File: src/hw/rtl/gmma_pkg.sv
// Shared types and constants for the diagonal-covariance mixture M-step accumulator.
// Used by the controller, the datapath and the top level; depends on nothing else.
package gmma_pkg;

  localparam int CNT_W = 8;
  localparam int OP_W = 3;

  localparam logic [63:0] EPS_Q24 = 64'd20;

  localparam logic REQ_ACC = 1'b0;
  localparam logic REQ_FIN = 1'b1;

  localparam logic REG_NUM_CLUSTERS = 1'b0;
  localparam logic REG_VAR_BIAS = 1'b1;

  localparam logic [OP_W-1:0] OP_WEIGHT = 3'd0;

  // Division codes per dimension: mean first, then mean of squares.
  function automatic logic [OP_W-1:0] op_mean(input int d);
    op_mean = OP_W'(1 + 2 * d);
  endfunction

  function automatic logic [OP_W-1:0] op_ex2(input int d);
    op_ex2 = OP_W'(2 + 2 * d);
  endfunction

  typedef struct packed {
    logic            load;
    logic            mul;
    logic            sq;
    logic            acc_wr;
    logic            tot_clr;
    logic            tot_acc;
    logic            idx_zero;
    logic            idx_inc;
    logic            fin_load;
    logic            div_start;
    logic            div_store;
    logic [OP_W-1:0] div_op;
    logic            sq_mean;
    logic            emit;
    logic            clear_valid;
  } dp_cmd_t;

  typedef struct packed {
    logic in_range;
    logic kuse_zero;
    logic idx_last;
    logic div_done;
  } dp_sts_t;

endpackage

File: src/hw/rtl/gmma_ctrl.sv
// Controller: sequences accumulate updates and the finalize walk over clusters.
// Uses gmma_pkg; drives the datapath only through command and status structs.
module gmma_ctrl #(
  parameter int DIMS = 2
) (
  input  logic              clk,
  input  logic              rst,
  input  logic              start,
  input  logic              req_type,
  output logic              busy,
  output gmma_pkg::dp_cmd_t cmd,
  input  gmma_pkg::dp_sts_t sts
);
  import gmma_pkg::*;

  localparam logic [OP_W-1:0] LAST_OP = OP_W'(2 * DIMS);

  typedef enum logic [3:0] {
    S_IDLE, S_ACC_MUL, S_ACC_SQ, S_ACC_WR, S_TOT_RD, S_TOT_ACC, S_FIN_RD,
    S_FIN_LOAD, S_DIV_GO, S_DIV_WAIT, S_FIN_SQ, S_FIN_OUT, S_FIN_CLR
  } state_t;

  state_t          state;
  logic [OP_W-1:0] op;

  assign busy = (state != S_IDLE);

  always_comb begin
    cmd = '0;
    cmd.div_op = op;
    unique case (state)
      S_IDLE: begin
        if (start) begin
          if (req_type == REQ_ACC) begin
            cmd.load = sts.in_range;
          end else begin
            cmd.tot_clr = 1'b1;
            cmd.idx_zero = 1'b1;
          end
        end
      end
      S_ACC_MUL: cmd.mul = 1'b1;
      S_ACC_SQ: cmd.sq = 1'b1;
      S_ACC_WR: cmd.acc_wr = 1'b1;
      S_TOT_RD: ;
      S_TOT_ACC: begin
        cmd.tot_acc = 1'b1;
        cmd.idx_zero = sts.idx_last;
        cmd.idx_inc = !sts.idx_last;
      end
      S_FIN_RD: ;
      S_FIN_LOAD: cmd.fin_load = 1'b1;
      S_DIV_GO: cmd.div_start = 1'b1;
      S_DIV_WAIT: cmd.div_store = sts.div_done;
      S_FIN_SQ: cmd.sq_mean = 1'b1;
      S_FIN_OUT: begin
        cmd.emit = 1'b1;
        cmd.idx_inc = 1'b1;
      end
      S_FIN_CLR: cmd.clear_valid = 1'b1;
      default: ;
    endcase
  end

  always_ff @(posedge clk) begin
    if (rst) begin
      state <= S_IDLE;
      op <= OP_WEIGHT;
    end else begin
      unique case (state)
        S_IDLE: begin
          if (start) begin
            if (req_type == REQ_ACC) begin
              if (sts.in_range) begin
                state <= S_ACC_MUL;
              end
            end else if (sts.kuse_zero) begin
              state <= S_FIN_CLR;
            end else begin
              state <= S_TOT_RD;
            end
          end
        end
        S_ACC_MUL: state <= S_ACC_SQ;
        S_ACC_SQ: state <= S_ACC_WR;
        S_ACC_WR: state <= S_IDLE;
        S_TOT_RD: state <= S_TOT_ACC;
        S_TOT_ACC: state <= sts.idx_last ? S_FIN_RD : S_TOT_RD;
        S_FIN_RD: state <= S_FIN_LOAD;
        S_FIN_LOAD: begin
          op <= OP_WEIGHT;
          state <= S_DIV_GO;
        end
        S_DIV_GO: state <= S_DIV_WAIT;
        S_DIV_WAIT: begin
          if (sts.div_done) begin
            if (op == LAST_OP) begin
              state <= S_FIN_SQ;
            end else begin
              op <= op + OP_W'(1);
              state <= S_DIV_GO;
            end
          end
        end
        S_FIN_SQ: state <= S_FIN_OUT;
        S_FIN_OUT: state <= sts.idx_last ? S_FIN_CLR : S_FIN_RD;
        S_FIN_CLR: state <= S_IDLE;
        default: state <= S_IDLE;
      endcase
    end
  end
endmodule
File: config.mk
export PLATFORM = sky130hd
export DESIGN_NAME = gmma_ctrl
export DESIGN_NICKNAME = d
export VERILOG_FILES = /design/src/hw/rtl/gmma_pkg.sv /design/src/hw/rtl/gmma_ctrl.sv
export SDC_FILE = /design/constraint.sdc
export NUM_CORES = 1
export LEC_CHECK = 0
export ABC_CLOCK_PERIOD_IN_PS = 2029
export BUFFER_PORTS_ARGS = -buffer_cell sky130_fd_sc_hd__buf_2
export CORE_MARGIN = 4
export CORE_UTILIZATION = 48
export CTS_BUF_LIST = sky130_fd_sc_hd__clkbuf_16
export DETAILED_ROUTE_END_ITERATION = 6
export GPL_TIMING_DRIVEN = 0
export HOLD_SLACK_MARGIN = 0.15
export PLACE_DENSITY = 0.78
export SYNTH_ARGS = -nofsm -noshare
export SYNTH_HDL_FRONTEND = slang
export SYNTH_SLANG_ARGS = --single-unit
File: constraint.sdc
create_clock -name clk -period 2.03 [get_ports clk]
set_clock_uncertainty 0.2 [all_clocks]
set_input_delay 0.3045 -clock clk [delete_from_list [all_inputs] [get_ports clk]]
set_output_delay 0.3045 -clock clk [all_outputs]
set_load 0.1 [all_outputs]
Word-level counts from Yosys, hierarchy flattened
Index checks and enable logic that the tools add are counted.

Add/sub/neg operators: 1. Mux-type cells: 30. Equality and inequality tests: 17. Reduce and logical (&&, ||, !) cells: 6.

Operators by type and width (number): $pmux W4 S11 (1); $mux W4 (6); $eq A4 B4 Y1 const B (5); $eq A4 B3 Y1 const B (4); $mux W1 (16); $eq A4 B2 Y1 const B (2); $mux W3 (2); $ne A2 B2 Y1 const B (3); $pmux W3 S2 (1); $reduce_and A3 Y1 (2); $eq A4 B1 Y1 const B (1); $logic_not A4 Y1 (1); $mux W2 (2); $pmux W1 S2 (2); $reduce_bool A4 Y1 (1); $add A3 B1 Y3 const B (1); $eq A3 B3 Y1 const B (1); $ne A3 B3 Y1 const B (1); $reduce_bool A2 Y1 (1); $logic_not A1 Y1 (1).

Register bits after elaboration: 7. Output and inout port bits: 18. Input port bits: 8.

Depth between registers and ports, before layout
Depth in word-level cells: 4. Gate-level depth with buffers: 6. Gate-level depth less buffers: 6.

Worst setup path after synthesis
No wires, ideal clock.

Path kind: register -> output. Start point: reg state[1]. End point: out cmd[16] (netlist name). Stages on the path, launching flop included: 5. Slack: -1.498 ns. Data arrival time: 3.023 ns. Buffers on the path: 1. Cells stage by stage: dfxtp_1 > buf_6 > nor2_2 > nand3_1 > nor3b_1.

RTL lines: start: declaration (line gmma_ctrl.sv:23) `state_t state;`; start signal: assignment (line gmma_ctrl.sv:88) `S_TOT_ACC: state <= sts.idx_last ? S_FIN_RD : S_TOT_RD;`; start signal: assignment (line gmma_ctrl.sv:106) `S_FIN_OUT: state <= sts.idx_last ? S_FIN_CLR : S_FIN_RD;`; end: declaration (line gmma_ctrl.sv:11) `output gmma_pkg::dp_cmd_t cmd,`.

==> key figures <==
Routing
  • 1st-iter DRT viols: 26
  • Final wirelength: 2990 um
  • Total vias in the final route: 933
  • Vias per inst: 6.52
  • Wirelength per Cell: 20.9 um
  • # DRC: 0
  • Antenna-violating nets left: 0
  • Drt first pass iters: 4

Place
  • DPL Wire Length: 1560 um
  • Placed insts: 134
  • Port Buf Inserts: 24
  • Routability Congestion: between 0.8 and 0.9

Timing
  • Final Max Slew Viols: 0
  • Crit share post-route: 100%
  • Unrepaired setup endpoints after global routing: yes
  • Final WS setup: -0.00561 ns
  • Endpoints failing setup: 1
  • Setup TNS Final: -0.00561 ns
  • Worst-Margin Slew: 0.511 ns
  • Final Hold Viols: 0
  • Fmax: 0.491 GHz
  • Final min period: 2.04 ns
  • Max-slew headroom: 66.2%

Min path
  • Type of the most critical hold path: input pin to flip-flop
  • Min-delay src: sts[0]

Cells and area
  • Antenna diodes: 0
  • Nets@finish: 139
  • Most frequent cells in the layout: buf_4, buf_2, nand2_1
  • # fillers: 45
  • Area Growth Syn to Fin: 75.7%
  • Layout Cells excl Fill: 143
  • Layout cell share with drive strength beyond 1: 54.7%

Die
  • Full die area: 2170 um2
  • Top Ports: 26
  • Core area: 1350 um2
  • Die Y-Extent: 46.6 um
  • Die width: 46.6 um
  • Starting Density: 53.0%
  • Placement row count: 13

CTS
  • H-Tree Level Count: 1
  • Clock tree sinks: 7
  • Root buf cell: clkbuf_16
  • Hold-fix buffers at CTS: 0
  • Total CTS buffers: 3
  • Reg clk slew, reported paths: 0.04 ns
  • TritonCTS clock tree: yes
  • Clock latency on the worst-skew pair: 0.23 ns
  • CTS max path bufs: 2

Global routing
  • Largest net degree at the start of global routing: 11
  • Initial antenna violation count: 0
  • Global Route Usage Sum: 24.9%
  • First-pass GRT wire length: 3830 um
  • Vias in the first global route: 828
  • Overflow after GRT: 0

Power and ir drop
  • Worst vdd ir: 750 uV
  • Lkg Pwr: 0.518 nW
  • Power Density: about 1200 nW/um2

Synthesis
  • Number of synthesized register bits: 7
  • Main synth FF type: dfxtp_1
  • Area share of the largest cell type after synthesis: 19.6%
  • Cell variety after synth: 43
  • Warnings, synthesis: 0
  • Biggest area consumer among synthesized cells: dfxtp_1
  • Sequential share of the synthesized area: 19.6%
  • Mapped Area: 716 um2
  • Post-synth ARST share: 0%
  • Synth top area cells: dfxtp_1, nand2_1, nor2_1
  • Syn_area_per_cell: 7.53 um2
  • Syn Nets: about 110
  • Post-synth EDFFs: 0
  • Post-Synthesis Cells: 95

Critical path
  • Data arrival, critical path: 1.53 ns
  • WS Path Type: flip-flop to output pin
  • CP max-delay cell: dfxtp_2
  • Worst Setup SP: state[2]
  • Max incr delay on CP: about 0.4 ns
  • Cell Chain, Critical Path: buf_8, nand2b_4, o31a_1, nor2_4, buf_12
  • Crit path max-delay family: flip-flops
  • Nature of the critical path startpoint: flip-flop
  • Worst Path Required: 1.53 ns
  • Critical path peak fanout: 10
  • R2r setup slk: between 0.1 and 0.15 ns
  • Worst path buffer plus inverter count: 2
  • Crit end category: output pin
  • RR Startpoint: state[0]

Outcome
  • Outcome: complete, but fails checks
  • Violations in the final reports: setup timing

Job
  • MaxCap Viol Count: 0
==> path summary, 6_finish.rpt <==
kind         endpoint  cells past startpoint
max            cmd[9]                      5
min             op[1]                      3
max reg2reg  state[0]                      5
min reg2reg     op[1]                      2
==> tightest hold or removal path, stage by stage <==
cell,delay [ns]
buf_2,0.15
a211o_1,0.13
a21oi_1,0.05
==> kinds of logic after synthesis <==
logic type      synth area share [%]
compound gates                  32.0
fa+ha+maj                       3.50
buf+inv                         12.4
flops                           19.6
mux                             1.40
simple gates                    31.1
==> area by class of cell <==
cell class | count | area, um2 | area share, %
buffer | 8 | 95.1 | 7.56
clock inverter | 1 | 3.75 | 0.299
clock buffer | 3 | 75.1 | 5.97
timing repair buffer | 30 | 251 | 20.0
multi-input combinational | 72 | 633 | 50.3
sequential | 7 | 154 | 12.2
inverter | 7 | 26.3 | 2.09
tap | 15 | 18.8 | 1.49
==> registers in the layout, indices dropped and copies added (netlist names) <==
signal and flops:
state 4, op 3
==> power breakdown <==
| part | internal, mW | switching, mW | total [mW] |
|---|---|---|---|
| logic | 0.312 | 0.659 | 0.971 |
| clock network | 0.257 | 0.0793 | 0.336 |
| registers | 0.158 | 0.0303 | 0.188 |
==> through the flow <==
stage	hold slack (ns)	setup slack, ns	area (um2)	power [mW]	util, %
floorplan	0.291	-0.131	862	0.868	-
finish	0.257	-0.00561	1260	1.49	93.1
global placement	0.279	-0.0225	1000	0.969	74.1
detailed placement	0.286	-0.0526	1000	0.980	74.1
global route	0.285	-0.0494	1260	1.55	93.1
CTS	0.238	-0.0592	1180	1.37	87.4
==> synthesized netlist by cell type (2+ instances only) <==
master,n
nand2_1,11
o21ai_0,5
nand3_1,2
clkbuf_1,2
nor2_1,9
dfxtp_1,7
buf_2,2
nor3_1,3
a211oi_1,2
nand2b_1,4
a21o_1,2
ha_1,2
a21oi_1,3
nor2b_1,2
buf_6,3
nor3b_1,2
inv_1,7
or4_1,2
==> per-layer routing <==
layer,wire length (um),global-route usage (%),share of wire [%],up-vias
met1,1080,31.7,36,437
met2,1490,42.0,50,66
met5,0,0,0,-
li1,-,-,-,413
met4,88,5.52,2.9,0
met3,330,6.25,11,17
==> repair_timing <==
| item | 4_1_cts | 5_1_grt |
|---|---|---|
| resized for setup | 31 | 15 |
| pin swaps | 0 | 3 |
| setup endpoints to repair | 13 | 6 |
| buffers inserted | 0 | 5 |
| gates cloned | 0 | 1 |
Note: power is estimated with default switching activity, not from simulation.
